$ cat config.mk
export PLATFORM = sky130hd
export DESIGN_NAME = command_and_position_frame_parser
export DESIGN_NICKNAME = d
export VERILOG_FILES = /design/src/cpfp_pkg.sv /design/src/cpfp_fsm.sv /design/src/command_and_position_frame_parser.sv
export VERILOG_INCLUDE_DIRS = /design/src /design/src/src
export SDC_FILE = /design/constraint.sdc
export NUM_CORES = 1
export LEC_CHECK = 0
export BUFFER_PORTS_ARGS = -buffer_cell sky130_fd_sc_hd__buf_4
export CAP_MARGIN = 25
export CORE_MARGIN = 1.5
export CORE_UTILIZATION = 50
export DETAILED_ROUTE_END_ITERATION = 7
export PLACE_DENSITY_LB_ADDON = 0.3
export SLEW_MARGIN = 5
export SYNTH_ARGS = -nofsm -noshare
export SYNTH_HDL_FRONTEND = slang
export SYNTH_SLANG_ARGS = --single-unit
export TNS_END_PERCENT = 1
$ cat constraint.sdc
create_clock -name clock -period 5.7 [get_ports clock]
set_input_delay 0.285 -clock clock [delete_from_list [all_inputs] [get_ports clock]]
set_output_delay 0.285 -clock clock [all_outputs]
set_load 0.03 [all_outputs]
$ cat src/command_and_position_frame_parser_macros.svh
// Assertion macros for the command and position frame parser.
`ifndef COMMAND_AND_POSITION_FRAME_PARSER_MACROS_SVH
`define COMMAND_AND_POSITION_FRAME_PARSER_MACROS_SVH
`ifndef SYNTHESIS
// Check a property outside reset.
`define CPFP_ASSERT(label, prop) \
   label: assert property (@(posedge clock) disable iff (reset) prop) \
      else $error("cpfp assertion failed");
// Check a property in every cycle, reset included.
`define CPFP_ASSERT_ALWAYS(label, prop) \
   label: assert property (@(posedge clock) prop) \
      else $error("cpfp assertion failed");
`else
`define CPFP_ASSERT(label, prop)
`define CPFP_ASSERT_ALWAYS(label, prop)
`endif
`endif

$ cat src/cpfp_pkg.sv
// Shared types, byte codes and decode function of the frame parser.
package cpfp_pkg;

   localparam logic [7:0] SYNC_CHAR    = 8'h36;
   localparam logic [7:0] COMPACT_CHAR = 8'h37;
   localparam logic [7:0] MEASURE_CHAR = 8'h38;
   localparam logic [7:0] FRAME_CHAR   = 8'h35;
   localparam logic [7:0] NEWLINE_CHAR = 8'h0A;

   localparam int FRAME_LEN = 7;
   localparam int SLOT_W    = 3;
   localparam int POS_W     = 11;
   localparam int NIB_W     = 4;

   typedef enum logic [1:0] {
      PH_WAIT    = 2'd0,
      PH_CMD     = 2'd1,
      PH_CAPTURE = 2'd2,
      PH_TAIL    = 2'd3
   } phase_type;

   typedef logic [NIB_W-1:0] nibble_type;

   typedef struct packed {
      logic             compact_cmd;
      logic             measure_cmd;
      logic             notify_pulse;
      logic             frame_done;
      logic [POS_W-1:0] pos_x;
      logic [POS_W-1:0] pos_y;
      nibble_type       item_kind;
   } result_type;

   // Decode three decimal digits, hundreds first.
   function automatic logic [POS_W-1:0] decode3(input nibble_type d2, input nibble_type d1,
                                                input nibble_type d0);
      logic [POS_W-1:0] hund;
      logic [POS_W-1:0] tens;
      hund = POS_W'(d2) * POS_W'(100);
      tens = POS_W'(d1) * POS_W'(10);
      return hund + tens + POS_W'(d0);
   endfunction

endpackage

$ cat src/cpfp_fsm.sv
// Parse state machine, frame store and position decode.
module cpfp_fsm (
   input  logic                 clock,
   input  logic                 reset,
   input  logic                 fire,
   input  logic [7:0]           rx_byte,
   output cpfp_pkg::result_type result
);

   cpfp_pkg::phase_type                    phase_ff, phase_in;
   logic [cpfp_pkg::SLOT_W-1:0]            slot_ff, slot_in;
   cpfp_pkg::nibble_type                   nib_ff [cpfp_pkg::FRAME_LEN];
   cpfp_pkg::nibble_type                   nib_in [cpfp_pkg::FRAME_LEN];

   // Hold state between words, advance on each word taken.
   always_ff @(posedge clock) begin
      if (reset) begin
         phase_ff <= cpfp_pkg::PH_WAIT;
         slot_ff  <= '0;
         for (int i = 0; i < cpfp_pkg::FRAME_LEN; i++) begin
            nib_ff[i] <= '0;
         end
      end else if (fire) begin
         phase_ff <= phase_in;
         slot_ff  <= slot_in;
         for (int i = 0; i < cpfp_pkg::FRAME_LEN; i++) begin
            nib_ff[i] <= nib_in[i];
         end
      end
   end

   // Next state, pulses and store update for the current word.
   always_comb begin
      phase_in              = phase_ff;
      slot_in               = slot_ff;
      result.compact_cmd    = 1'b0;
      result.measure_cmd    = 1'b0;
      result.notify_pulse   = 1'b0;
      result.frame_done     = 1'b0;
      for (int i = 0; i < cpfp_pkg::FRAME_LEN; i++) begin
         nib_in[i] = nib_ff[i];
      end
      case (phase_ff)
         cpfp_pkg::PH_WAIT: begin
            if (rx_byte == cpfp_pkg::SYNC_CHAR) begin
               phase_in            = cpfp_pkg::PH_CMD;
               result.notify_pulse = 1'b1;
            end
         end
         cpfp_pkg::PH_CMD: begin
            if (rx_byte == cpfp_pkg::COMPACT_CHAR) begin
               result.compact_cmd = 1'b1;
            end else if (rx_byte == cpfp_pkg::MEASURE_CHAR) begin
               result.measure_cmd = 1'b1;
            end else if (rx_byte == cpfp_pkg::FRAME_CHAR) begin
               phase_in = cpfp_pkg::PH_CAPTURE;
            end else begin
               result.notify_pulse = 1'b1;
            end
         end
         cpfp_pkg::PH_CAPTURE: begin
            if (slot_ff < cpfp_pkg::SLOT_W'(cpfp_pkg::FRAME_LEN)) begin
               for (int i = 0; i < cpfp_pkg::FRAME_LEN; i++) begin
                  if (slot_ff == cpfp_pkg::SLOT_W'(i)) begin
                     nib_in[i] = rx_byte[cpfp_pkg::NIB_W-1:0];
                  end
               end
               slot_in = slot_ff + 1'b1;
               if (slot_in >= cpfp_pkg::SLOT_W'(cpfp_pkg::FRAME_LEN)) begin
                  phase_in = cpfp_pkg::PH_TAIL;
               end
            end else begin
               phase_in = cpfp_pkg::PH_TAIL;
            end
         end
         cpfp_pkg::PH_TAIL: begin
            if (rx_byte == cpfp_pkg::NEWLINE_CHAR) begin
               phase_in            = cpfp_pkg::PH_CMD;
               slot_in             = '0;
               result.notify_pulse = 1'b1;
               result.frame_done   = 1'b1;
            end
         end
         default: begin
            phase_in = cpfp_pkg::PH_WAIT;
         end
      endcase
      // Decode from the store as it stands after this word.
      result.pos_x     = cpfp_pkg::decode3(nib_in[0], nib_in[1], nib_in[2]);
      result.pos_y     = cpfp_pkg::decode3(nib_in[3], nib_in[4], nib_in[5]);
      result.item_kind = nib_in[6];
   end

endmodule

$ cat src/command_and_position_frame_parser.sv
// Top level of the command and position frame parser.
//
// One received byte per word in, one result word out for every byte. The
// block sustains one word per clock while the output is not stalled: a
// byte lands in the input register, is parsed from there against the phase
// and frame store, and the result (command pulses plus the x/y position and
// kind decoded from the seven-nibble store) is loaded into the output
// register. The input register keeps taking a byte while a result waits
// on a stalled output; the input stalls only when both registers are full.
// The phase, slot and store reset to wait-for-sync, slot zero and all zero.
`include "command_and_position_frame_parser_macros.svh"

module command_and_position_frame_parser (
   input  logic        clock,
   input  logic        reset,
   input  logic        req_valid,
   output logic        req_stall,
   input  logic [7:0]  req_rx_byte,
   output logic        rsp_valid,
   input  logic        rsp_stall,
   output logic        rsp_compact_cmd,
   output logic        rsp_measure_cmd,
   output logic        rsp_notify_pulse,
   output logic        rsp_frame_done,
   output logic [10:0] rsp_pos_x,
   output logic [10:0] rsp_pos_y,
   output logic [3:0]  rsp_item_kind
);

   logic                 in_valid_ff, in_valid_in;
   logic [7:0]           in_byte_ff;
   logic                 rsp_valid_ff, rsp_valid_in;
   cpfp_pkg::result_type rsp_ff;
   cpfp_pkg::result_type parse_result;
   logic                 advance;
   logic                 req_take;
   logic [2:0]           rsp_pulses;

   // Move a word from input to output register when the output is free.
   assign advance   = in_valid_ff && !(rsp_valid_ff && rsp_stall);
   assign req_stall = in_valid_ff && rsp_valid_ff && rsp_stall;
   assign req_take  = req_valid && !req_stall;

   always_comb begin
      in_valid_in = in_valid_ff;
      if (req_take) begin
         in_valid_in = 1'b1;
      end else if (advance) begin
         in_valid_in = 1'b0;
      end
      rsp_valid_in = rsp_valid_ff;
      if (advance) begin
         rsp_valid_in = 1'b1;
      end else if (!rsp_stall) begin
         rsp_valid_in = 1'b0;
      end
   end

   // Hold the valid flags.
   always_ff @(posedge clock) begin
      if (reset) begin
         in_valid_ff  <= 1'b0;
         rsp_valid_ff <= 1'b0;
      end else begin
         in_valid_ff  <= in_valid_in;
         rsp_valid_ff <= rsp_valid_in;
      end
   end

   // Load the payload registers.
   always_ff @(posedge clock) begin
      if (req_take) begin
         in_byte_ff <= req_rx_byte;
      end
      if (advance) begin
         rsp_ff <= parse_result;
      end
   end

   cpfp_fsm u_fsm (
      .clock   (clock),
      .reset   (reset),
      .fire    (advance),
      .rx_byte (in_byte_ff),
      .result  (parse_result)
   );

   assign rsp_valid        = rsp_valid_ff;
   assign rsp_compact_cmd  = rsp_ff.compact_cmd;
   assign rsp_measure_cmd  = rsp_ff.measure_cmd;
   assign rsp_notify_pulse = rsp_ff.notify_pulse;
   assign rsp_frame_done   = rsp_ff.frame_done;
   assign rsp_pos_x        = rsp_ff.pos_x;
   assign rsp_pos_y        = rsp_ff.pos_y;
   assign rsp_item_kind    = rsp_ff.item_kind;

   // Gather the command pulses for the at-most-one-hot check.
   assign rsp_pulses = {rsp_ff.compact_cmd, rsp_ff.measure_cmd, rsp_ff.notify_pulse};

   `CPFP_ASSERT(a_done_notifies, rsp_valid_ff && rsp_ff.frame_done |-> rsp_ff.notify_pulse)
   `CPFP_ASSERT(a_pulse_onehot, rsp_valid_ff |-> $onehot0(rsp_pulses))
   `CPFP_ASSERT(a_advance_fills, advance |=> rsp_valid_ff)
   `CPFP_ASSERT(a_stall_needs_full, req_stall |-> in_valid_ff && rsp_valid_ff)
   `CPFP_ASSERT_ALWAYS(a_reset_empty, reset |=> !rsp_valid_ff && !in_valid_ff)

endmodule
==> impl_metrics.yaml <==
clock_network:
  clk_pin_slew_ns: 0.08
  ctsRootBufferMaster: "clkbuf_8"
  numCtsBuffers: 9
  cts.sinks: 73
  cts_hold_buf: 0
  htreeDepth: 3
  cts_setup_buffers: 0
  cts_tree: "done"
  insertion_delay_ns: 0.33
  ctsLongestPathBuffers: 2
  post_cts_resized: 0
grt:
  grt_pass1_wl_um: 13200
  grt_max_degree: 25
  grt_pass1_vias: 2917
  grt_usage_pct: 17.1
  grt-ovfl-total: 0
  antenna_found_initial: 0
detailed_routing:
  drtPass1Iterations: 4
  drc_errors: 0
  drt-initial-drc-count: 80
  drtAntennaViolNets: 0
  wl_um: 7980
  vias_per_cell: 5.30
  vias: 2814
  wl_per_cell_um: 15.0
sta:
  drv_slew: 0
  max_freq_ghz: 0.232
  fin_crit_sh_pct: 75.7
  worstMarginPinSlew_ns: 0.663
  period_needed_ns: 4.32
  relSlewSlack_pct: 55.8
  grt_setup_unrepaired: "false"
  setup_tns_ns: 0
  finalClockSkew_ns: 0.0126
  fin_ws_ns: 1.38
  finalSetupViolCount: 0
  finalHoldViolCount: 0
layout:
  layout-drive-gt1-share_pct: 20.1
  layout.nets: 500
  layout_commonest_cell: "edfxtp_1"
  syn2layout_area_growth_pct: 14.9
  layout_common_cells: "edfxtp_1, ha_1, buf_4, nor2_1, inv_1"
  final_core_util_pct: 59.7
  stdcell_area_um2: 5230
  antennaDiodeCount: 0
die:
  die_h_um: 98.5
  start_util_pct: 52.0
  rows: 34
  core_um2: 8760
  dieArea_um2: 9700
  pin_count: 44
  die_width_um: 98.5
power:
  power_density_nw_per_um2: 273
  power.leakage_nw: 2.39
  finalPower_w: 0.00143
  ir_drop_v: 0.000153
worst_setup_path:
  cpMostUsedCell: "ha_1"
  critPathRequiredTime_ns: 5.78
  crit_path_end: "rsp_pos_x[9]"
  cp-end-kind: "register"
  critPathKind: "reg2reg"
  start_kind: "register"
  crit_path_cell_trace: "inv_1 > ha_1 > inv_1 > nor2_1 > nand2_1 > mux2i_1 > inv_1 > ha_1 > ha_1 > fa_1 > xnor2_1 > ha_1 > ha_1 > or3_1 > nor2_1 > o21ai_0 > o211a_1 > xor2_1"
  critPathLaunch: "u_fsm.phase_ff[0]"
  cp_slowest_cell: "or3_1"
  r2r_slack_ns: 1.38
  worstReg2RegStart: "u_fsm.phase_ff[0]"
  max_stage_delay_ns: 0.42
  worstPathMaxFanout: 4
  worst_ep_arrival_time_ns: 4.40
  reg2reg_depth: 18
  r2r_end: "rsp_pos_x[9]"
synthesis:
  async_flop_share_pct: 0
  yosysWarnings: 0
  synth-edff-count: 66
  synth_cell_types: 44
  syn-num-nets: 450
  yosys_most_used_dff: "edfxtp_1"
  syn_inst: 368
  synth_area_um2: 4560
  seq_area_frac_synth_pct: 46.6
  syn_avg_cell_area_um2: 12.4
  ys_ff_latch: 73
place:
  place_area_um2: 5000
  portBuffers: 43
  gp_congestion: 0.768
  dpl.hpwl_um: 5810
  post-place-ws_ns: 1.40
job:
  cap_violations: 0
run_status:
  status: "finished, final reports clean"
min_path:
  hp-class: "in2reg"
==> critical path, delay by kind of cell, from the launching register on <==
| kind | cells | cell delay (ns) |
|---|---|---|
| buffers and inverters | 3 | 0.28 |
| adder cells (fa/ha/maj) | 6 | 1.71 |
| XOR/XNOR | 2 | 0.28 |
| flip-flops | 1 | 0.39 |
| multiplexers | 1 | 0.39 |
| AND/OR/NAND/NOR | 4 | 0.78 |
| AO/OA/AOI/OAI | 2 | 0.24 |
==> metal layers <==
layer	track usage [%]	vias to the layer above	wire, um
met3	3.40	4	233
li1	-	1409	-
met2	29.4	35	3950
met1	21.8	1366	3740
met4	5.74	0	51
met5	0	-	0
==> layout make-up <==
class | count | area, um^2
clock inverters | 5 | 104
flip-flops and latches | 73 | 2120
clock buffers | 11 | 131
fillers | 715 | 3530
repair buffers | 46 | 345
multi-input cells | 261 | 2290
inverters | 27 | 101
well taps | 108 | 135
==> per-stage QoR <==
stage | std cells | hold WS (ns)
final | 531 | 0.128
after global routing | 531 | 0.104
after CTS | 531 | 0.112
after detailed placement | 515 | 0.465
after global placement | 515 | 0.458
after floorplan | 368 | 0.384
==> flip-flops by register name (all words and copies together), names as in the netlist <==
| register | cells |
|---|---|
| u_fsm.phase_ff | 2 |
| u_fsm.nib_ff | 28 |
| rsp_pos_x | 11 |
| rsp_compact_cmd | 1 |
| rsp_pos_y | 11 |
| rsp_valid | 1 |
| rsp_item_kind | 4 |
| rsp_frame_done | 1 |
| in_valid_ff | 1 |
| in_byte_ff | 8 |
| rsp_notify_pulse | 1 |
| u_fsm.slot_ff | 3 |
| rsp_measure_cmd | 1 |
==> report_power, final <==
group          internal [W]  total (W)  leakage [nW]  switching, W
Sequential         0.000636   0.000652         0.719     0.0000165
Clock              0.000292   0.000482         0.118      0.000191
Combinational      0.000121   0.000292          1.56      0.000171
==> synth_stat cells (2+ instances only) <==
library cell | instances | share of area (%)
nor2b_1 | 18 | 2.5
mux2i_4 | 2 | 0.99
inv_1 | 27 | 2.2
nor2_1 | 29 | 2.4
a21o_1 | 5 | 0.82
or3_1 | 2 | 0.27
o211a_1 | 2 | 0.44
a21oi_1 | 13 | 1.4
clkbuf_1 | 4 | 0.33
edfxtp_1 | 66 | 43
nand3b_1 | 2 | 0.33
xor2_1 | 10 | 1.9
dfxtp_1 | 7 | 3.1
xnor2_1 | 14 | 2.7
o21a_1 | 2 | 0.33
ha_1 | 61 | 17
o21ai_0 | 10 | 1.1
nand2b_1 | 7 | 0.96
mux2i_1 | 15 | 3.3
and3_1 | 2 | 0.27
and4bb_2 | 2 | 0.55
o21bai_1 | 4 | 0.66
mux2_2 | 15 | 3.7
and2_1 | 2 | 0.27
o211ai_1 | 2 | 0.33
a211oi_2 | 3 | 0.82
nand2_1 | 17 | 1.4
fa_1 | 9 | 4.0
==> cells by family (layout without fill, tap and decap cells) <==
group                      after synthesis  count (layout)  share of synthesized area [%]
adders and majority gates               70              70                           20.7
xor gates and xnor gates                24              24                           4.61
muxes                                   32              32                           7.99
AOI/OAI and AO/OA                       44              44                           6.51
buffers and inverters                   34              89                           3.08
and+or+nand+nor                         91              91                           10.5
DFF                                     73              73                           46.6
==> worst min-delay path by stage <==
stage	startpoint	endpoint	slack, ns	depth (start not counted)
floorplan	req_rx_byte[0]	in_byte_ff[0]	0.38	0
CTS	req_rx_byte[6]	in_byte_ff[6]	0.11	1
finish	req_rx_byte[2]	in_byte_ff[2]	0.13	1
detailed placement	req_rx_byte[6]	in_byte_ff[6]	0.46	1
global route	req_rx_byte[7]	in_byte_ff[7]	0.10	1
global placement	in_valid_ff	rsp_valid	0.46	2
No activity file was read; power rests on OpenSTA's default activity.
